===== config.mk =====
export PLATFORM = sky130hd
export DESIGN_NAME = rih_div
export DESIGN_NICKNAME = d
export VERILOG_FILES = /design/src/sv/rih_pkg.sv /design/src/sv/rih_div.sv
export SDC_FILE = /design/constraint.sdc
export NUM_CORES = 1
export LEC_CHECK = 0
export CAP_MARGIN = 20
export CELL_PAD_IN_SITES_DETAIL_PLACEMENT = 0
export CELL_PAD_IN_SITES_GLOBAL_PLACEMENT = 1
export CORE_ASPECT_RATIO = 1.1
export CORE_UTILIZATION = 53
export DETAILED_ROUTE_END_ITERATION = 8
export DONT_BUFFER_PORTS = 1
export PLACE_DENSITY_LB_ADDON = 0.05
export SLEW_MARGIN = 10
export SYNTH_ARGS = -nofsm -noshare
export SYNTH_HDL_FRONTEND = slang
export SYNTH_SLANG_ARGS = --single-unit
export TNS_END_PERCENT = 20

===== constraint.sdc =====
create_clock -name clk -period 8.3 [get_ports clk]
set_input_delay 0.415 -clock clk [delete_from_list [all_inputs] [get_ports clk]]
set_output_delay 0.415 -clock clk [all_outputs]
set_load 0.01 [all_outputs]

===== src/sv/rih_pkg.sv =====
package rih_pkg;

	localparam int NUM_BLOCKS = 65536;
	localparam int BLK_W = $clog2(NUM_BLOCKS);
	localparam int HIST_BINS = 4096;
	localparam int BIN_W = $clog2(HIST_BINS);
	localparam int MAX_LENGTH = 256;
	localparam int LEN_W = 9;
	localparam int COUNT_W = 32;
	localparam int TS_W = 64;
	localparam int DIV_W = 32;
	localparam int STEP_W = $clog2(BIN_W + 1);
	localparam logic [DIV_W-1:0] RESET_DIVISOR = DIV_W'(10000000);

	typedef logic [1:0] blk_kind_t;
	localparam blk_kind_t KIND_NONE = 2'd0;
	localparam blk_kind_t KIND_READ = 2'd1;
	localparam blk_kind_t KIND_WRITE = 2'd2;

	typedef struct packed {
		logic start;
		logic [TS_W-1:0] now;
		logic [TS_W-1:0] last;
		logic [DIV_W-1:0] divisor;
	} div_req_t;

	typedef struct packed {
		logic done;
		logic [BIN_W-1:0] bin;
	} div_rsp_t;

endpackage


===== src/sv/rih_div.sv =====
module rih_div (
	input  logic clk,
	input  logic arst_n,
	input  rih_pkg::div_req_t req,
	output rih_pkg::div_rsp_t rsp
);

	localparam int REM_W = rih_pkg::DIV_W + rih_pkg::BIN_W;
	localparam int DSH_W = rih_pkg::DIV_W + rih_pkg::BIN_W - 1;

	logic busy_q;
	logic done_q;
	logic [rih_pkg::STEP_W-1:0] cnt_q;
	logic [REM_W-1:0] rem_q;
	logic [DSH_W-1:0] dsh_q;
	logic [rih_pkg::BIN_W-1:0] quo_q;
	logic [rih_pkg::TS_W-1:0] diff;
	logic sat;
	logic ge;

	assign diff = req.now - req.last;
	assign sat = (req.now < req.last) || (req.divisor == '0) ||
		(diff >= rih_pkg::TS_W'({req.divisor, rih_pkg::BIN_W'(0)}));
	assign ge = rem_q >= {1'b0, dsh_q};

	always_ff @(posedge clk or negedge arst_n) begin
		if (!arst_n) begin
			busy_q <= 1'b0;
			done_q <= 1'b0;
			cnt_q <= '0;
		end else begin
			done_q <= 1'b0;
			if (req.start) begin
				if (sat) begin
					done_q <= 1'b1;
				end else begin
					busy_q <= 1'b1;
					cnt_q <= rih_pkg::STEP_W'(rih_pkg::BIN_W);
				end
			end else if (busy_q) begin
				cnt_q <= cnt_q - 1'b1;
				if (cnt_q == rih_pkg::STEP_W'(1)) begin
					busy_q <= 1'b0;
					done_q <= 1'b1;
				end
			end
		end
	end

	// restoring division, one quotient bit a cycle
	always_ff @(posedge clk) begin
		if (req.start) begin
			quo_q <= sat ? '1 : '0;
			rem_q <= diff[REM_W-1:0];
			dsh_q <= {req.divisor, (rih_pkg::BIN_W-1)'(0)};
		end else if (busy_q) begin
			if (ge) rem_q <= rem_q - {1'b0, dsh_q};
			quo_q <= {quo_q[rih_pkg::BIN_W-2:0], ge};
			dsh_q <= dsh_q >> 1;
		end
	end

	assign rsp.done = done_q;
	assign rsp.bin = quo_q;

endmodule


==> results by group <==
Detailed routing
  – DR iter-0 viols: just over 800
  – Via density: slightly above 6
  – TritonRoute pass-1 iters: 5
  – Post-route ant nets: 0
  – Routed len/inst: 19.5 microns
  – WL final: 35500 microns
  – Vias: between 10000 and 15000
  – Drt drc: 0

Pwr
  – Int Power: 1290 uW
  – Peak supply drop: between 90 and 100 uV
  – Clock power share: 0.193
  – Pwr dens: approximately 170 mW/mm^2
  – NetSw: 883 uW
  – Static leakage: approximately 0.0053 uW
  – Switching Fraction: 0.406
  – Seq pwr share: 0.313
  – Logic pwr share: 0.494

Timing
  – Final Hold Viols: 0
  – Pins Over Slew Limit: 0
  – Final Cycle Share: 0.773
  – Post-route setup slack: 1880 ps
  – Actual slew at the worst max-slew pin: between 700 and 800 ps
  – Slew margin rel.: 0.462
  – Setup_tns: 0 ps
  – RSZ-0062 raised after global routing: false
  – Setup violations, final: 0
  – Minimum clock period: 6420 ps
  – Clk_skew: 12.4 ps
  – Fmax: 156 MHz

Yosys
  – Mapped Area: 0.0121 sq mm
  – Ys Warns: 0
  – Async set-reset flop share out of synthesis: 0.0571
  – Synth unique cells: 76
  – Synthesized flop and latch total: 105
  – Synth Area per Inst: approximately 7.7 sq um
  – Mapped Nets: ~1900
  – Number of flops mapped to enable cells by yosys: 88
  – Sequential area share after synthesis: 0.250
  – Synthesized instance count: 1559
  – Top FF cell, synth: edfxtp_1

Clocking
  – Post-CTS setup buffer count: 0
  – Clk pin slew, worst setup/hold paths: approximately 80 ps
  – Clock root cell: clkbuf_16
  – H-tree lvl count: 3
  – Max Root-Sink Buffers: 2
  – CTS tree: built
  – Clock latency on the worst-skew pair: between 300 and 400 ps
  – Resized Gates After CTS: 0
  – Sink Count: 105
  – Total CTS buffers: 9

Final layout
  – Commonest cells after routing, fill and taps aside: nand2_1, inv_1, a21oi_1
  – Fillers: 2142
  – Area grow syn2layout: 4.02%
  – Share of cells above drive strength 1: 0.0314
  – Commonest non-fill, non-tap cell in the layout: nand2_1
  – Ant. Diodes: 0
  – Net count, final: between 1500 and 2000

Worst setup path
  – Worst EP required: 8380 ps
  – Slowest cell on crit path: and4b_1
  – Crit path top cell by count: a21oi_1
  – Kind of critical path: in -> reg
  – Cell family with most CP delay: compound AO/OA/AOI/OAI gates
  – Setup crit end kind: register
  – Crit start category: input pin
  – WP buf/inv: 1
  – Critical Path Fanout Max: 18
  – R2r setup slk: 3830 ps
  – CP cell instances: inv_1 -> ha_1 -> fa_1 -> nand2b_1 -> a211oi_2 -> o211ai_1 -> a31oi_2 -> a21oi_1 -> o21ai_0 -> xor2_1 -> ha_1 -> nand2_1 -> a21oi_1 -> a221oi_1 -> a21oi_1 -> o211ai_1 -> o41ai_1 -> nor4b_1 -> nand4_1 -> nor4_1 -> and4b_1 -> nor2_1
  – Max stage delay on crit path: around 720 ps
  – Critical path arrival: 6500 ps

Min path
  – Hold WC Path Type: in -> reg

Global routing
  – Vias in the first global route: between 10000 and 15000
  – GR Util All Layers: 0.303
  – Global-route wire length before repair: 56400 microns
  – Largest net degree at the start of global routing: between 100 and 150
  – GRT overflow: 0
  – Initial antenna violation count: 1

Die
  – Core box area: 0.0222 sq mm
  – # rows: 57
  – Initial core utilization: 0.544
  – Die Wd: 146 microns
  – Die area: 0.0234 sq mm
  – I/O pin count: approximately 180
  – Die Height: 160 microns

Run
  – Max Cap Violations: 0

Placement
  – HPWL Detailed: 28700 microns
  – Placer Congestion: 0.935
  – Placement-stage worst setup slack: 1540 ps
  – IO Port Bufs: 0

Outcome
  – Status: complete, no violations
final cells by class:
type / instances / area [sq um] / share of cell area
clock buffers: 9 / 225 / 0.0179
clock inverters: 7 / 60.1 / 0.00478
inverters: 164 / 616 / 0.0490
multi-input cells: 1240 / 8230 / 0.656
flip-flops and latches: 105 / 3010 / 0.240
well taps: 295 / 369 / 0.0294
repair buffers: 5 / 40.0 / 0.00319
state kept, by name (all words and copies together) (netlist names):
name,cells
dsh_q,43
done_q,1
cnt_q,4
rem_q,44
busy_q,1
quo_q,12
layer usage:
layer | wire, microns | track usage
met5 | 13 | 0
met3 | 1890 | 0.0266
met4 | 891 | 0.0933
met1 | 16500 | 0.422
met2 | 16300 | 0.495
synth_stat cells (4+ instances only):
| library cell | n | area share |
|---|---|---|
| nor4_1 | 18 | 0.0093 |
| and4_1 | 5 | 0.0036 |
| nand4_1 | 41 | 0.021 |
| a21oi_1 | 148 | 0.061 |
| o31a_1 | 4 | 0.0029 |
| nand3_1 | 25 | 0.010 |
| inv_1 | 163 | 0.051 |
| a2111oi_0 | 5 | 0.0036 |
| dfrtp_1 | 6 | 0.012 |
| a211oi_1 | 14 | 0.0087 |
| o31ai_1 | 7 | 0.0044 |
| nor2b_1 | 20 | 0.010 |
| a31oi_1 | 9 | 0.0047 |
| or3_1 | 6 | 0.0031 |
| nand2b_1 | 17 | 0.0088 |
| nor3_1 | 24 | 0.010 |
| ha_1 | 141 | 0.15 |
| mux2i_1 | 20 | 0.017 |
| clkbuf_1 | 31 | 0.0096 |
| dfxtp_1 | 11 | 0.018 |
| o21bai_1 | 20 | 0.012 |
| a21o_1 | 59 | 0.037 |
| o21ai_0 | 122 | 0.051 |
| edfxtp_1 | 88 | 0.22 |
| nor2_1 | 135 | 0.042 |
| or2_2 | 5 | 0.0026 |
| buf_1 | 5 | 0.0016 |
| mux2_2 | 5 | 0.0047 |
| buf_2 | 9 | 0.0037 |
| o211ai_1 | 12 | 0.0075 |
| and3_1 | 6 | 0.0031 |
| xor2_1 | 47 | 0.034 |
| o21ai_1 | 7 | 0.0029 |
| a21boi_0 | 7 | 0.0044 |
| xnor2_1 | 50 | 0.036 |
| o21a_1 | 19 | 0.012 |
| nand2_1 | 183 | 0.057 |
power by group through the flow:
stage	clock network, uW	registers [uW]	logic (uW)
after global placement	0	688	1050
after detailed placement	0	691	1050
after floorplan	0	684	817
after CTS	426	679	1060
after global routing	443	685	1190
final	420	679	1070
metrics by stage:
stage          hold WS [ps]  power (uW)  instances  cell area [sq um]   util
6_report                244        2170       1825              12600  0.566
2_1_floorplan           119        1500       1559              12100      -
3_5_place_dp            120        1740       1808              12300  0.553
3_3_place_gp            120        1740       1808              12300  0.553
4_1_cts                 146        2170       1825              12600  0.566
5_1_grt                 179        2320       1825              12600  0.566
path summary, 6_finish.rpt:
kind / from / cells past startpoint / to
hold reg to reg: dsh_q[0]$_SDFFE_PP0P_ / 2 / dsh_q[0]$_SDFFE_PP0P_
setup reg to reg: dsh_q[2]$_SDFFE_PP0P_ / 14 / rem_q[27]$_DFFE_PP_
hold / removal: req[2] / 2 / dsh_q[13]$_DFFE_PP_
min in group asynchronous: arst_n / 1 / cnt_q[2]$_DFFE_PN0P_
max in group asynchronous: arst_n / 1 / cnt_q[3]$_DFFE_PN0P_
setup / recovery: req[96] / 22 / quo_q[4]$_DFFE_PP_
worst reg2reg max path: stages (launching register included):
cell and delay [ps]:
dfxtp_1 370, inv_1 60, ha_1 340, nor2b_1 150
o21ai_0 230, a21oi_1 140, o31ai_1 310, o2111ai_1 170
and2_1 250, a221o_1 410, o311ai_2 440, o211ai_1 170
a2111oi_2 610, nor2b_4 170, buf_4 340
what timing repair did:
| action | in CTS | in global routing |
|---|---|---|
| endpoints found under the hold margin | 6 | 0 |
| hold buffers | 1 | 0 |
| setup endpoints to repair | 0 | 0 |
kinds of logic after synthesis:
group | share of synthesized area
adder cells (fa/ha/maj) | 0.150
XOR/XNOR | 0.0704
AO/OA/AOI/OAI | 0.248
multiplexers | 0.0222
buffers and inverters | 0.0690
AND/OR/NAND/NOR | 0.192
flip-flops | 0.250
Power figures use the tool's default switching activity.
